==> src/rtl/tlsx_pkg.sv <==
// Shared types and constants for the TLS extension list walker.
// No dependencies; used by tlsx_walker and tls_extension_list_walker.
`default_nettype none

package tlsx_pkg;

   localparam int unsigned LIST_LEN_BYTES = 2;
   localparam int unsigned HEADER_BYTES   = 4;

   localparam logic [15:0] ALPN_ID_RESET = 16'd16;

   typedef enum logic [1:0] {
      STATUS_PENDING = 2'd0,
      STATUS_SUCCESS = 2'd1,
      STATUS_LEN_ERR = 2'd2
   } status_type;

   typedef struct packed {
      logic [7:0] byte_out;
      logic       alpn_data;
      logic       alpn_first;
      logic       done_res;
      status_type status;
      logic       handshake_advance;
   } result_type;

endpackage

`default_nettype wire

==> src/rtl/tlsx_walker.sv <==
// Parser state and next-state logic for the extension list walk.
// Depends on tlsx_pkg. Consumes one byte per step and forms its result.
`default_nettype none

module tlsx_walker (
   input  wire logic               clock,
   input  wire logic               reset,
   input  wire logic               step,
   input  wire logic [7:0]         data_byte,
   input  wire logic               last_byte,
   input  wire logic [15:0]        alpn_ext_id,
   output tlsx_pkg::result_type    result
);

   logic [16:0] byte_position_ff, byte_position_in;
   logic [15:0] list_len_ff, list_len_in;
   logic [31:0] header_shift_ff, header_shift_in;
   logic [2:0]  header_count_ff, header_count_in;
   logic [15:0] body_remaining_ff, body_remaining_in;
   logic        in_alpn_body_ff, in_alpn_body_in;
   logic        error_seen_ff, error_seen_in;

   logic [16:0] list_end;
   logic [17:0] ext_end;
   logic [31:0] shifted;
   logic        mark, first;
   logic        short_list;

   assign list_end = {1'b0, list_len_ff} + 17'(tlsx_pkg::LIST_LEN_BYTES);
   assign shifted  = {header_shift_ff[23:0], data_byte};
   assign ext_end  = {1'b0, byte_position_ff} + 18'd1 + {2'b00, shifted[15:0]};

   always_comb begin
      list_len_in       = list_len_ff;
      header_shift_in   = header_shift_ff;
      header_count_in   = header_count_ff;
      body_remaining_in = body_remaining_ff;
      in_alpn_body_in   = in_alpn_body_ff;
      error_seen_in     = error_seen_ff;
      mark              = 1'b0;
      first             = 1'b0;

      if (byte_position_ff == 17'd0) begin
         list_len_in = {data_byte, 8'h00};
      end else if (byte_position_ff == 17'd1) begin
         list_len_in = {list_len_ff[15:8], data_byte};
      end else if (!error_seen_ff && (byte_position_ff < list_end)) begin
         if (body_remaining_ff != 16'd0) begin
            mark              = in_alpn_body_ff;
            first             = in_alpn_body_ff &&
                                (body_remaining_ff == header_shift_ff[15:0]);
            body_remaining_in = body_remaining_ff - 16'd1;
         end else begin
            header_shift_in = shifted;
            header_count_in = header_count_ff + 3'd1;
            if (header_count_ff == 3'(tlsx_pkg::HEADER_BYTES - 1)) begin
               header_count_in = 3'd0;
               // body would run past the list end
               if (ext_end > {1'b0, list_end}) begin
                  error_seen_in     = 1'b1;
                  body_remaining_in = 16'd0;
                  in_alpn_body_in   = 1'b0;
               end else begin
                  body_remaining_in = shifted[15:0];
                  in_alpn_body_in   = (shifted[31:16] == alpn_ext_id);
               end
            end
         end
      end

      // list claims more bytes than the message holds
      short_list = (byte_position_ff != 17'd0) &&
                   (({2'b00, list_len_in} + 18'(tlsx_pkg::LIST_LEN_BYTES)) >
                    ({1'b0, byte_position_ff} + 18'd1));
      if (last_byte && short_list) begin
         error_seen_in = 1'b1;
      end

      if (last_byte) begin
         byte_position_in = 17'd0;
      end else if (byte_position_ff != '1) begin
         byte_position_in = byte_position_ff + 17'd1;
      end else begin
         byte_position_in = byte_position_ff;
      end
   end

   always_comb begin
      result.byte_out          = data_byte;
      result.alpn_data         = mark;
      result.alpn_first        = first;
      result.done_res          = last_byte;
      result.status            = tlsx_pkg::STATUS_PENDING;
      result.handshake_advance = 1'b0;
      if (last_byte) begin
         result.status            = error_seen_in ? tlsx_pkg::STATUS_LEN_ERR
                                                  : tlsx_pkg::STATUS_SUCCESS;
         result.handshake_advance = !error_seen_in;
      end
   end

   always_ff @(posedge clock) begin
      if (reset) begin
         byte_position_ff  <= '0;
         list_len_ff       <= '0;
         header_shift_ff   <= '0;
         header_count_ff   <= '0;
         body_remaining_ff <= '0;
         in_alpn_body_ff   <= 1'b0;
         error_seen_ff     <= 1'b0;
      end else if (step) begin
         byte_position_ff <= byte_position_in;
         if (last_byte) begin
            // return to reset for the next message
            list_len_ff       <= '0;
            header_shift_ff   <= '0;
            header_count_ff   <= '0;
            body_remaining_ff <= '0;
            in_alpn_body_ff   <= 1'b0;
            error_seen_ff     <= 1'b0;
         end else begin
            list_len_ff       <= list_len_in;
            header_shift_ff   <= header_shift_in;
            header_count_ff   <= header_count_in;
            body_remaining_ff <= body_remaining_in;
            in_alpn_body_ff   <= in_alpn_body_in;
            error_seen_ff     <= error_seen_in;
         end
      end
   end

endmodule

`default_nettype wire

==> src/rtl/tls_extension_list_walker.sv <==
// A request is held in the input register, then moved into the response register that drives rsp_valid.
// Throughput: one byte per cycle; input register, walker logic and response
// register form a two-stage pipeline that stalls only under rsp_stall.
// Reset (synchronous, active high) clears both stages, all parser state and
// sets the ALPN extension id register to 16.
// Top level: csr register, input stage, tlsx_walker and response stage.
`default_nettype none

module tls_extension_list_walker (
   input  wire logic        clock,
   input  wire logic        reset,
   input  wire logic        csr_wr_en,
   input  wire logic [15:0] csr_wr_data,
   input  wire logic        req_valid,
   output logic             req_stall,
   input  wire logic [7:0]  req_data_byte,
   input  wire logic        req_last_byte,
   output logic             rsp_valid,
   input  wire logic        rsp_stall,
   output logic [7:0]       rsp_byte_out,
   output logic             rsp_alpn_data,
   output logic             rsp_alpn_first,
   output logic             rsp_done_res,
   output logic [1:0]       rsp_status,
   output logic             rsp_handshake_advance
);

   logic [15:0] alpn_ext_id_ff;
   logic        in_valid_ff;
   logic [7:0]  in_byte_ff;
   logic        in_last_ff;
   logic        out_valid_ff;
   tlsx_pkg::result_type out_ff;
   tlsx_pkg::result_type result;
   logic        out_open;
   logic        step;
   logic        in_open;

   assign out_open  = !out_valid_ff || !rsp_stall;
   assign step      = in_valid_ff && out_open;
   assign in_open   = !in_valid_ff || step;
   assign req_stall = !in_open;

   always_ff @(posedge clock) begin
      if (reset) begin
         alpn_ext_id_ff <= tlsx_pkg::ALPN_ID_RESET;
      end else if (csr_wr_en) begin
         alpn_ext_id_ff <= csr_wr_data;
      end
   end

   always_ff @(posedge clock) begin
      if (reset) begin
         in_valid_ff <= 1'b0;
      end else if (in_open) begin
         in_valid_ff <= req_valid;
      end
   end

   always_ff @(posedge clock) begin
      if (in_open && req_valid) begin
         in_byte_ff <= req_data_byte;
         in_last_ff <= req_last_byte;
      end
   end

   tlsx_walker u_walker (
      .clock       (clock),
      .reset       (reset),
      .step        (step),
      .data_byte   (in_byte_ff),
      .last_byte   (in_last_ff),
      .alpn_ext_id (alpn_ext_id_ff),
      .result      (result)
   );

   always_ff @(posedge clock) begin
      if (reset) begin
         out_valid_ff <= 1'b0;
      end else if (out_open) begin
         out_valid_ff <= in_valid_ff;
      end
   end

   always_ff @(posedge clock) begin
      if (step) begin
         out_ff <= result;
      end
   end

   assign rsp_valid             = out_valid_ff;
   assign rsp_byte_out          = out_ff.byte_out;
   assign rsp_alpn_data         = out_ff.alpn_data;
   assign rsp_alpn_first        = out_ff.alpn_first;
   assign rsp_done_res          = out_ff.done_res;
   assign rsp_status            = out_ff.status;
   assign rsp_handshake_advance = out_ff.handshake_advance;

endmodule

`default_nettype wire
==> config.mk <==
export PLATFORM = sky130hd
export DESIGN_NAME = tls_extension_list_walker
export DESIGN_NICKNAME = d
export VERILOG_FILES = /design/src/rtl/tlsx_pkg.sv /design/src/rtl/tlsx_walker.sv /design/src/rtl/tls_extension_list_walker.sv
export SDC_FILE = /design/constraint.sdc
export NUM_CORES = 1
export LEC_CHECK = 0
export BUFFER_PORTS_ARGS = -buffer_cell sky130_fd_sc_hd__buf_2
export CAP_MARGIN = 20
export CORE_MARGIN = 2
export CORE_UTILIZATION = 30
export DETAILED_ROUTE_END_ITERATION = 8
export PLACE_DENSITY_LB_ADDON = 0.25
export SETUP_SLACK_MARGIN = 0.3
export SYNTH_ARGS = -nofsm -noshare
export SYNTH_HDL_FRONTEND = slang
export SYNTH_SLANG_ARGS = --single-unit
==> constraint.sdc <==
create_clock -name clock -period 7.3 [get_ports clock]
set_clock_uncertainty 0.05 [all_clocks]
set_input_delay 1.095 -clock clock [delete_from_list [all_inputs] [get_ports clock]]
set_output_delay 1.095 -clock clock [all_outputs]
set_load 0.005 [all_outputs]
==> summary.md, run 1 <==
| Metric | Value |
|---|---|
| Outcome | complete, no violations |
| Overflow left after global routing | 0 |
| Global-route usage over all layers | 0.177 |
| Pin slew with the least headroom to its limit | 958 ps |
| Max Transition Viols Final | 0 |
| Via density per instance | 5.31 |
| Clock network fraction of total power | 0.480 |
| Leakage | 3.79 nW |
| Endpoint kind of the worst setup timing path | flop |
| CTS buffer count | 17 |
| Filler cells | 2848 |
| Clock-pin slew on the worst setup and hold paths | 70 ps |
| Largest fanout of any net on the critical path | 7 |
| Final setup fails | 0 |
| Portion of total power attributed to combinational logic | 0.115 |
| Average wire length per cell after detail routing | 18.1 um |
| Top cell type's share of synthesized area | 0.238 |
| Sequential fraction of the synthesis area | 0.320 |
| Initial DRC Count | 626 |
| Shortest period the worst path allows | 6150 ps |
| Final net count | 1122 |
| Placed wire-length estimate after detailed placement | 18.0 mm |
| CP most frequent cell | nand3_1 |
| Switching Share | 0.302 |
| Root buf cell | clkbuf_16 |
| Resize count post-CTS | 0 |
| Max Cap Violations | 0 |
| Die Ht | 168 um |
| H-tree depth | 4 |
| Critical path start-end classification | reg2reg |
| Gp weighted congestion | 0.903 |
| Worst IR Drop VDD | 0.110 mV |
| Sequential share of power | 0.404 |
| Kind of start point of the critical path | flop |
| Leading cell type by number of instances after synthesis | nor2_1 |
| Horiz. Die Dim | 168 um |
| Data required time at the worst endpoint | 7590 ps |
| Number of setup buffers added after CTS | 0 |
| Number of vias in the routed layout | 7258 |
| Count of warnings emitted by yosys | 0 |
| Slowest stage cell on the critical path | o31ai_1 |
| Via count of the first global-routing pass | 6680 |
| Wire length of the first global-routing pass | 38.8 mm |
| Classification of the worst-slack hold path | reg2reg |
| Clock latency at the later pin of the worst-skew pair | 430 ps |
| Initial antenna violation count | 0 |
| Critical path, cell by cell | and3_1 -> nand3_1 -> nor2_1 -> nand3_1 -> xnor2_1 -> ha_1 -> nand2_1 -> nor2_1 -> a211oi_1 -> o21ai_0 -> o31ai_1 -> o21bai_1 -> a21oi_1 -> xnor2_1 -> ha_1 -> nand4_1 -> and3_1 -> nand2_1 -> o21ai_0 -> or4b_1 -> mux2_2 -> a21oi_1 -> nand3_1 -> a211oi_1 |
| Fraction of final layout cells with drive strength greater than 1 | 0.103 |
| CTS max path bufs | 2 |
| Initial Util | 0.302 |
| Net switching power | 0.524 mW |
| Internal power component | 1.21 mW |
| Total iterations of the first detailed-routing run | 6 |
| Main synth FF type | dfxtp_1 |
| Reg area | 2580 um2 |
| CTS Sinks | 118 |
| Pin count of the biggest net entering global routing | 54 |
| Delay of the slowest cell on the worst path | 500 ps |
| Die area | 28300 um2 |
| Syn nets | 1092 |
| Unrepaired setup endpoints after global routing | no |
| Arrival @ worst endpoint | 6440 ps |
| Drt total wl | 24.7 mm |
| Max Clock Freq | 163 MHz |
| Cell variety after synth | 64 |
| Number of antenna-violating nets in the routed design | 0 |
| Combined area of all synthesized cells | 8080 um2 |
| # DRC | 0 |
| Antenna cells | 0 |
| Ratio of final minimum period to clock period | 0.842 |
| Number of buffer cells added on primary ports | 45 |
| Final Hold Viols | 0 |
| Post-synthesis sequential element count | 118 |
| # IOs | 46 |
| Biggest area contributors in the synthesized netlist | dfxtp_1, ha_1, edfxtp_1 |
| Combined area of the multi-input logic cells | 5150 um2 |
| Number of buffers inserted by hold repair at cts | 0 |
| Number of synthesized flops with an enable pin | 22 |
| CTS tree | done |
| Smallest hold slack | 408 ps |
| Worst slew slack as a fraction of its limit | 0.361 |
| Most used standard cells in the synthesized netlist | nor2_1, dfxtp_1, a21oi_1, nand2_1, ha_1 |
| Site Rows | 60 |
| Total negative slack for setup checks | 0 ps |
| Total power density per cell area | 188 nW/um2 |
| Cells after Synth | 984 |
| Placeable core area | 26700 um2 |
| Growth of design area from synthesis to finish | 14.2% |
| Dominant cell type by area after synthesis | dfxtp_1 |
| Post-synthesis area per instance | 8.21 um2 |
| Share of async-settable or async-resettable flops after synthesis | 0 |
[critical path, delay by kind of cell, from the launching register on]
kind / cells / cell delay [ps]
flops: 1 / 480
compound gates: 8 / 2170
xor+xnor: 2 / 500
mux: 1 / 320
simple gates: 11 / 1940
fa+ha+maj: 2 / 620
[sequential cells by signal, indices dropped and copies added, names as in the netlist, 2 cells and up]
register	flops
u_walker.header_count_ff	3
alpn_ext_id_ff	16
u_walker.list_len_ff	16
u_walker.body_remaining_ff	16
rsp_status	2
u_walker.header_shift_ff	24
u_walker.byte_position_ff	17
rsp_byte_out	8
in_byte_ff	8
[cell type report]
class | count | area share
Inverter | 43 | 0.0175
Clock inverter | 15 | 0.0168
Clock buffer | 17 | 0.0461
Timing Repair Buffer | 57 | 0.0346
Tap cell | 341 | 0.0462
Sequential cell | 118 | 0.280
Multi-Input combinational cell | 777 | 0.559
[logic make-up after synthesis]
kind of cell	synth area share
simple gates	0.223
compound gates	0.171
buf+inv	0.0429
fa+ha+maj	0.122
flops	0.320
xor+xnor	0.0911
mux	0.0300
[through the flow]
stage / area, um2 / power (mW) / std cells / setup slack, ps / utilization
2_1_floorplan: 8080 / 0.843 / 984 / 2160 / -
3_3_place_gp: 8630 / 0.912 / 1335 / 1510 / 0.323
3_5_place_dp: 8630 / 0.913 / 1335 / 1380 / 0.323
4_1_cts: 9210 / 1.75 / 1367 / 1310 / 0.345
5_1_grt: 9230 / 1.80 / 1368 / 639 / 0.345
6_report: 9230 / 1.73 / 1368 / 1150 / 0.345
[per-layer routing]
metal	GRT usage	routed length, um
met5	0	0
met4	0.0472	289
met3	0.0296	1210
met2	0.261	10700
met1	0.265	12500
[final timing paths]
check	start	to	slack (ps)	depth (start not counted)
worst min-delay path	u_walker.header_count_ff[1]$_SDFFE_PP0P_	u_walker.header_count_ff[1]$_SDFFE_PP0P_	410	2
worst min register to register	u_walker.header_count_ff[1]$_SDFFE_PP0P_	u_walker.header_count_ff[1]$_SDFFE_PP0P_	410	2
worst max-delay path	u_walker.byte_position_ff[2]$_SDFFE_PP0P_	u_walker.body_remaining_ff[1]$_SDFFE_PP0P_	1150	24
worst max register to register	u_walker.byte_position_ff[2]$_SDFFE_PP0P_	u_walker.body_remaining_ff[1]$_SDFFE_PP0P_	1150	24
[cells in the final DEF, fill, tap and decap left out, types with 26 or more instances in the layout]
cell type   n
dfxtp_1    96
a21oi_1    87
ha_1       77
buf_2      45
a22oi_1    26
nand2_1    78
o21ai_0    32
nor3_1     26
nor2_1     97
inv_1      42
nand3_1    70
xnor2_1    50
xor2_1     34
[power by group through the flow]
stage | Clock [mW] | Sequential (mW) | Combinational, mW
3_3_place_gp | 0 | 0.716 | 0.196
5_1_grt | 0.880 | 0.703 | 0.221
2_1_floorplan | 0 | 0.706 | 0.137
3_5_place_dp | 0 | 0.716 | 0.197
6_report | 0.833 | 0.702 | 0.200
4_1_cts | 0.849 | 0.701 | 0.198
No activity file was read; power rests on OpenSTA's default activity.
==> inputs of run 2 (changes only) <==
==> constraint.sdc (replaced) <==
create_clock -name clock -period 6.4 [get_ports clock]
set_clock_uncertainty 0.05 [all_clocks]
set_input_delay 0.96 -clock clock [delete_from_list [all_inputs] [get_ports clock]]
set_output_delay 0.96 -clock clock [all_outputs]
set_load 0.005 [all_outputs]
==> summary.md, run 2 (synthesis results as in run 1) <==
| Metric | Value |
|---|---|
| Number of buffer cells added on primary ports | 45 (unchanged) |
| Ratio of final minimum period to clock period | 0.884 (+0.0421) |
| H-tree depth | 4 (unchanged) |
| Die Ht | 168 um (unchanged) |
| Average wire length per cell after detail routing | 18.9 um (+4.3%) |
| Overflow left after global routing | 0 (unchanged) |
| Global-route usage over all layers | 0.187 (+0.0102) |
| Site Rows | 60 (unchanged) |
| Final net count | 1131 (+0.80%) |
| Number of setup buffers added after CTS | 0 (unchanged) |
| First element of the critical path | u_walker.byte_position_ff[2]$_SDFFE_PP0P_ |
| CP most frequent cell | nand3_1 |
| Outcome | complete, no violations |
| Antenna cells | 0 (unchanged) |
| Data required time at the worst endpoint | 6690 ps (-900 ps) |
| Worst slew slack as a fraction of its limit | 0.339 (-0.0227) |
| Wire length of the first global-routing pass | 40.7 mm (+4.8%) |
| Endpoint kind of the worst setup timing path | flop |
| Fraction of final layout cells with drive strength greater than 1 | 0.115 (+0.0117) |
| Initial antenna violation count | 0 (unchanged) |
| Unrepaired setup endpoints after global routing | no |
| Drt total wl | 26.0 mm (+4.9%) |
| Top register by number of flip-flops | u_walker.header_shift_ff |
| Max Clock Freq | 177 MHz (+8.6%) |
| Final Hold Viols | 0 (unchanged) |
| Resize count post-CTS | 0 (unchanged) |
| Non-filler cells in the finished layout | 1377 (+0.66%) |
| Leakage | 3.84 nW (+1.5%) |
| Clock latency at the later pin of the worst-skew pair | 430 ps (about the same) |
| Max Transition Viols Final | 0 (unchanged) |
| Pin slew with the least headroom to its limit | 984 ps (+25.9 ps) |
| Clock-pin slew on the worst setup and hold paths | 70 ps (about the same) |
| # DRC | 0 (unchanged) |
| CTS buffer count | 17 (unchanged) |
| CTS max path bufs | 2 (unchanged) |
| Critical path start-end classification | reg2reg |
| CTS Sinks | 118 (unchanged) |
| Worst IR Drop VDD | 0.144 mV (+31%) |
| Kind of start point of the critical path | flop |
| Number of vias in the routed layout | 7335 (+1.1%) |
| Via density per instance | 5.33 (+0.40%) |
| Initial DRC Count | 724 (+16%) |
| Final setup fails | 0 (unchanged) |
| Max Cap Violations | 0 (unchanged) |
| Initial Util | 0.302 (unchanged) |
| Pin count of the biggest net entering global routing | 84 (+56%) |
| Growth of design area from synthesis to finish | 15.4% |
| Smallest hold slack | 410 ps (+2.54 ps) |
| Number of flip-flops under the largest register name | 24 (unchanged) |
| Classification of the worst-slack hold path | reg2reg |
| Total power density per cell area | 216 nW/um2 (+15%) |
| Shortest period the worst path allows | 5660 ps (-488 ps) |
| Placeable core area | 26700 um2 (unchanged) |
| # IOs | 46 (unchanged) |
| Most frequent cells in the layout | nor2_1, dfxtp_1, a21oi_1 |
| Horiz. Die Dim | 168 um (unchanged) |
| Total negative slack for setup checks | 0 ps (unchanged) |
| Startpoint of the most critical hold path | u_walker.header_count_ff[1]$_SDFFE_PP0P_ |
| Number of buffers inserted by hold repair at cts | 0 (unchanged) |
| Total iterations of the first detailed-routing run | 5 (-1) |
| Reg-to-Reg Start | u_walker.byte_position_ff[2]$_SDFFE_PP0P_ |
| Via count of the first global-routing pass | 6839 (+2.4%) |
| CTS tree | done |
| Root buf cell | clkbuf_16 |
| Delay of the slowest cell on the worst path | 460 ps (-40 ps) |
| Die area | 28300 um2 (unchanged) |
| Number of antenna-violating nets in the routed design | 0 (unchanged) |
| Slowest stage cell on the critical path | dfxtp_1 |
| Placed wire-length estimate after detailed placement | 19.2 mm (+6.8%) |
| Biggest registers after layout | u_walker.header_shift_ff x24, u_walker.byte_position_ff x17 |
| Gp weighted congestion | 0.927 (+2.6%) |
| Arrival @ worst endpoint | 5950 ps (-490 ps) |
| Largest fanout of any net on the critical path | 9 (+2) |
| Placed insts | 1344 (+0.67%) |
## run 2: cell types whose count changed in the layout (fill, tap and decap cells not counted), moves of 2 or more
cell      delta
buf_4        +9
a21oi_1      -2
a21oi_2      +2
clkinv_8     +2
## run 2: path summary, 6_finish.rpt
kind	to	slack (ps)	cells after the start
max	u_walker.body_remaining_ff[7]$_SDFFE_PP0P_	740	25
min	u_walker.header_count_ff[1]$_SDFFE_PP0P_	410	2
max reg2reg	u_walker.body_remaining_ff[7]$_SDFFE_PP0P_	740	25
min reg2reg	u_walker.header_count_ff[1]$_SDFFE_PP0P_	410	2
## run 2: worst max-delay path, delay by kind of cell (launching register included)
kind / cells / cell delay [ps]
XOR/XNOR: 2 / 390
AND/OR/NAND/NOR: 11 / 2150
multiplexers: 1 / 320
AO/OA/AOI/OAI: 8 / 1380
flip-flops: 1 / 460
buffers and inverters: 1 / 170
adder cells (fa/ha/maj): 2 / 650
## run 2: cell type report
cell class	count	area, um2
multi-input combinational	777	5170
timing repair buffer	66	389
tap	341	427
fill	2848	17400
sequential	118	2580
clock inverter	15	176
inverter	43	161
clock buffer	17	425
## run 2: metal layers
metal	global-route usage	wire [um]
met5	0	0
met4	0.0551	484
met3	0.0299	1420
met2	0.277	11100
met1	0.278	12900
## run 2: power by group
group | switching [mW] | leakage, nW | internal, mW
sequential | 0.0217 | 0.989 | 0.775
clock | 0.449 | 0.295 | 0.528
combinational | 0.151 | 2.56 | 0.0886
total | 0.622 | 3.84 | 1.39
## run 2: through the flow
stage,worst slack (ps),cell area [um2],util,total power [mW]
2_1_floorplan,1260,8080,-,0.961
3_3_place_gp,722,8700,0.326,1.05
3_5_place_dp,630,8700,0.326,1.05
4_1_cts,588,9300,0.348,2.03
5_1_grt,299,9330,0.349,2.09
6_report,743,9330,0.349,2.01
==> inputs of run 3 (changes only) <==
--- a/config.mk
+++ b/config.mk
@@ -7,7 +7,6 @@
 export LEC_CHECK = 0
 export BUFFER_PORTS_ARGS = -buffer_cell sky130_fd_sc_hd__buf_2
 export CAP_MARGIN = 20
-export CORE_MARGIN = 2
 export CORE_UTILIZATION = 30
 export DETAILED_ROUTE_END_ITERATION = 8
 export PLACE_DENSITY_LB_ADDON = 0.25
==> constraint.sdc (replaced) <==
create_clock -name clock -period 6.4 [get_ports clock]
set_clock_uncertainty 0.05 [all_clocks]
set_input_delay 0.32 -clock clock [delete_from_list [all_inputs] [get_ports clock]]
set_output_delay 0.32 -clock clock [all_outputs]
set_load 0.005 [all_outputs]
==> summary.md, run 3 (synthesis results as in run 1) <==
| Metric | Value |
|---|---|
| Fraction of final layout cells with drive strength greater than 1 | 0.117 (+0.00216) |
| Total negative slack for setup checks | 0 ps (unchanged) |
| Gp weighted congestion | 0.884 (-4.6%) |
| Filler cells | 2727 (-4.2%) |
| Via count of the first global-routing pass | 6831 (-0.12%) |
| Die Ht | 166 um (-1.2%) |
| Critical path, cell by cell | and3_1 -> and3_1 -> xor2_1 -> ha_1 -> or2_2 -> a21oi_1 -> a21oi_1 -> a41oi_1 -> a21oi_2 -> a211o_1 -> a21oi_1 -> xnor2_1 -> ha_1 -> nand3_1 -> nor4_1 -> a32oi_1 -> o21ai_1 -> or4b_1 -> mux2_2 -> nand2_2 -> nand4_1 -> o31ai_1 |
| Horiz. Die Dim | 166 um (-1.2%) |
| Number of buffer cells added on primary ports | 45 (unchanged) |
| Shortest period the worst path allows | 5680 ps (+20.6 ps) |
| Root buf cell | clkbuf_16 |
| Switching Share | 0.284 (-0.0247) |
| Clock-pin slew on the worst setup and hold paths | 70 ps (about the same) |
| Pin count of the biggest net entering global routing | 54 (-36%) |
| Net switching power | 0.568 mW (-8.6%) |
| Worst IR Drop VDD | 0.121 mV (-16%) |
| Final cell area excluding filler cells | 9310 um2 (-0.21%) |
| Depth of the worst register-to-register path | 22 (-12%) |
| Slowest stage cell on the critical path | or4b_1 |
| CTS tree | done |
| Outcome | finished, violations left |
| Drt total wl | 25.1 mm (-3.3%) |
| Internal power component | 1.43 mW (+2.9%) |
| Sequential share of power | 0.398 (+0.002) |
| Endpoint kind of the worst setup timing path | flop |
| Total iterations of the first detailed-routing run | 9 (+4) |
| Failing checks | design-rule violations |
| Number of vias in the routed layout | 7299 (-0.49%) |
| Most frequent cells in the layout | nor2_1, dfxtp_1, a21oi_1 |
| Reg-to-Reg Start | u_walker.byte_position_ff[4]$_SDFFE_PP0P_ |
| CP most frequent cell | a21oi_1 |
| Final setup fails | 0 (unchanged) |
| Non-filler cells in the finished layout | 1369 (-0.58%) |
| Kind of start point of the critical path | flop |
| Data required time at the worst endpoint | 6680 ps (about the same) |
| Die area | 27600 um2 (-2.4%) |
| First element of the critical path | u_walker.byte_position_ff[4]$_SDFFE_PP0P_ |
| Arrival @ worst endpoint | 5960 ps (about the same) |
| CTS Sinks | 118 (unchanged) |
| Placed wire-length estimate after detailed placement | 18.6 mm (-3.4%) |
| Max Cap Violations | 0 (unchanged) |
| Number of antenna-violating nets in the routed design | 0 (unchanged) |
| Number of buffers inserted by hold repair at cts | 0 (unchanged) |
| Clock network fraction of total power | 0.485 (about the same) |
| Placeable core area | 26200 um2 (-1.9%) |
| Unrepaired setup endpoints after global routing | no |
| Ratio of final minimum period to clock period | 0.887 (+0.00321) |
| Top register by number of flip-flops | u_walker.header_shift_ff |
| # IOs | 46 (unchanged) |
| Overall power | 2.00 mW (-0.69%) |
| Startpoint of the most critical hold path | req_data_byte[6] |
| Critical path start-end classification | reg2reg |
| Via density per instance | 5.33 (about the same) |
| Site Rows | 59 (-1.7%) |
| Portion of total power attributed to combinational logic | 0.116 (-0.003) |
| Pin slew with the least headroom to its limit | 1020 ps (+34.3 ps) |
| Total power density per cell area | 215 nW/um2 (-0.47%) |
| Number of flip-flops under the largest register name | 24 (unchanged) |
| Clock latency at the later pin of the worst-skew pair | 430 ps (about the same) |
| Smallest hold slack | 16.1 ps (-394 ps) |
| CTS buffer count | 17 (unchanged) |
| Biggest registers after layout | u_walker.header_shift_ff x24, u_walker.byte_position_ff x17 |
| Average wire length per cell after detail routing | 18.3 um (-2.7%) |
| Largest fanout of any net on the critical path | 9 (unchanged) |
| Max Transition Viols Final | 0 (unchanged) |
| Initial Util | 0.308 (+0.00599) |
| H-tree depth | 4 (unchanged) |
| Placed insts | 1335 (-0.67%) |
| Wire length of the first global-routing pass | 39.8 mm (-2.1%) |
| Leakage | 3.82 nW (-0.51%) |
| Worst slew slack as a fraction of its limit | 0.319 (-0.0199) |
| Overflow left after global routing | 0 (unchanged) |
| Max Clock Freq | 176 MHz (-0.36%) |
| Post-DP Area | 8670 um2 (-0.35%) |
| CTS max path bufs | 2 (unchanged) |
| Initial antenna violation count | 0 (unchanged) |
| Growth of design area from synthesis to finish | 15.2% |
| Initial DRC Count | 650 (-10%) |
| Delay of the slowest cell on the worst path | 450 ps (about the same) |
| Final Hold Viols | 0 (unchanged) |
| # DRC | 4 (+4) |
| Classification of the worst-slack hold path | in2reg |
| Antenna cells | 0 (unchanged) |
| Hold depth | 1 (-1) |
| Final net count | 1129 (-0.18%) |
| Most common library cell in the layout ignoring fill and taps | nor2_1 |
| Global-route usage over all layers | 0.186 (-0.00106) |
==> run 3: cell types whose count changed in the layout (fill, tap and decap cells not counted), moves of 2 or more <==
cell / before / now
inv_8: 6 / 0
inv_6: 3 / 8
clkinv_8: 4 / 0
dfxtp_1: 96 / 94
dfxtp_2: 0 / 2
==> run 3: path summary, 6_finish.rpt <==
| path | end | slack, ps |
|---|---|---|
| min reg2reg | u_walker.header_count_ff[1]$_SDFFE_PP0P_ | 400 |
| max | u_walker.body_remaining_ff[5]$_SDFFE_PP0P_ | 720 |
| min | in_byte_ff[6]$_DFFE_PP_ | 20 |
| max reg2reg | u_walker.body_remaining_ff[5]$_SDFFE_PP0P_ | 720 |
==> run 3: routing by layer <==
layer  vias up  part of all wire  track usage
li1       3637                 -            -
met1      3420              0.51        0.273
met2       212              0.42        0.273
met3        30             0.057       0.0341
met4         0             0.021       0.0577
met5         -                 0            0
==> run 3: timing repair <==
item                       CTS  global route
setup buffers                0             2
setup endpoints to repair    0            20
resized for setup            0            12
==> run 3: power groups by stage <==
stage / Sequential (mW) / Clock (mW) / Combinational, mW
floorplan: 0.805 / 0 / 0.157
global placement: 0.813 / 0 / 0.228
detailed placement: 0.813 / 0 / 0.229
CTS: 0.796 / 0.993 / 0.230
global route: 0.798 / 1.03 / 0.257
finish: 0.796 / 0.971 / 0.233
==> run 3: final cells by class <==
class,instances,area (um2),area share
Clock buffer,19,454,0.0488
Clock inverter,13,131,0.0141
Inverter,43,161,0.0173
Multi-Input combinational cell,777,5190,0.557
Sequential cell,118,2580,0.278
Tap cell,335,419,0.0450
Timing Repair Buffer,64,368,0.0395
==> run 3: critical path: cells and delay by family (launching register included) <==
kind	cells	cell delay [ps]
multiplexers	1	310
AO/OA/AOI/OAI	9	1680
XOR/XNOR	2	380
flip-flops	1	410
adder cells (fa/ha/maj)	2	680
AND/OR/NAND/NOR	8	2070
==> run 3: metrics by stage <==
stage / utilization / setup slack, ps
5_1_grt: 0.355 / 304
3_5_place_dp: 0.331 / 472
3_3_place_gp: 0.331 / 614
6_report: 0.355 / 722
4_1_cts: 0.353 / 420
2_1_floorplan: - / 1260
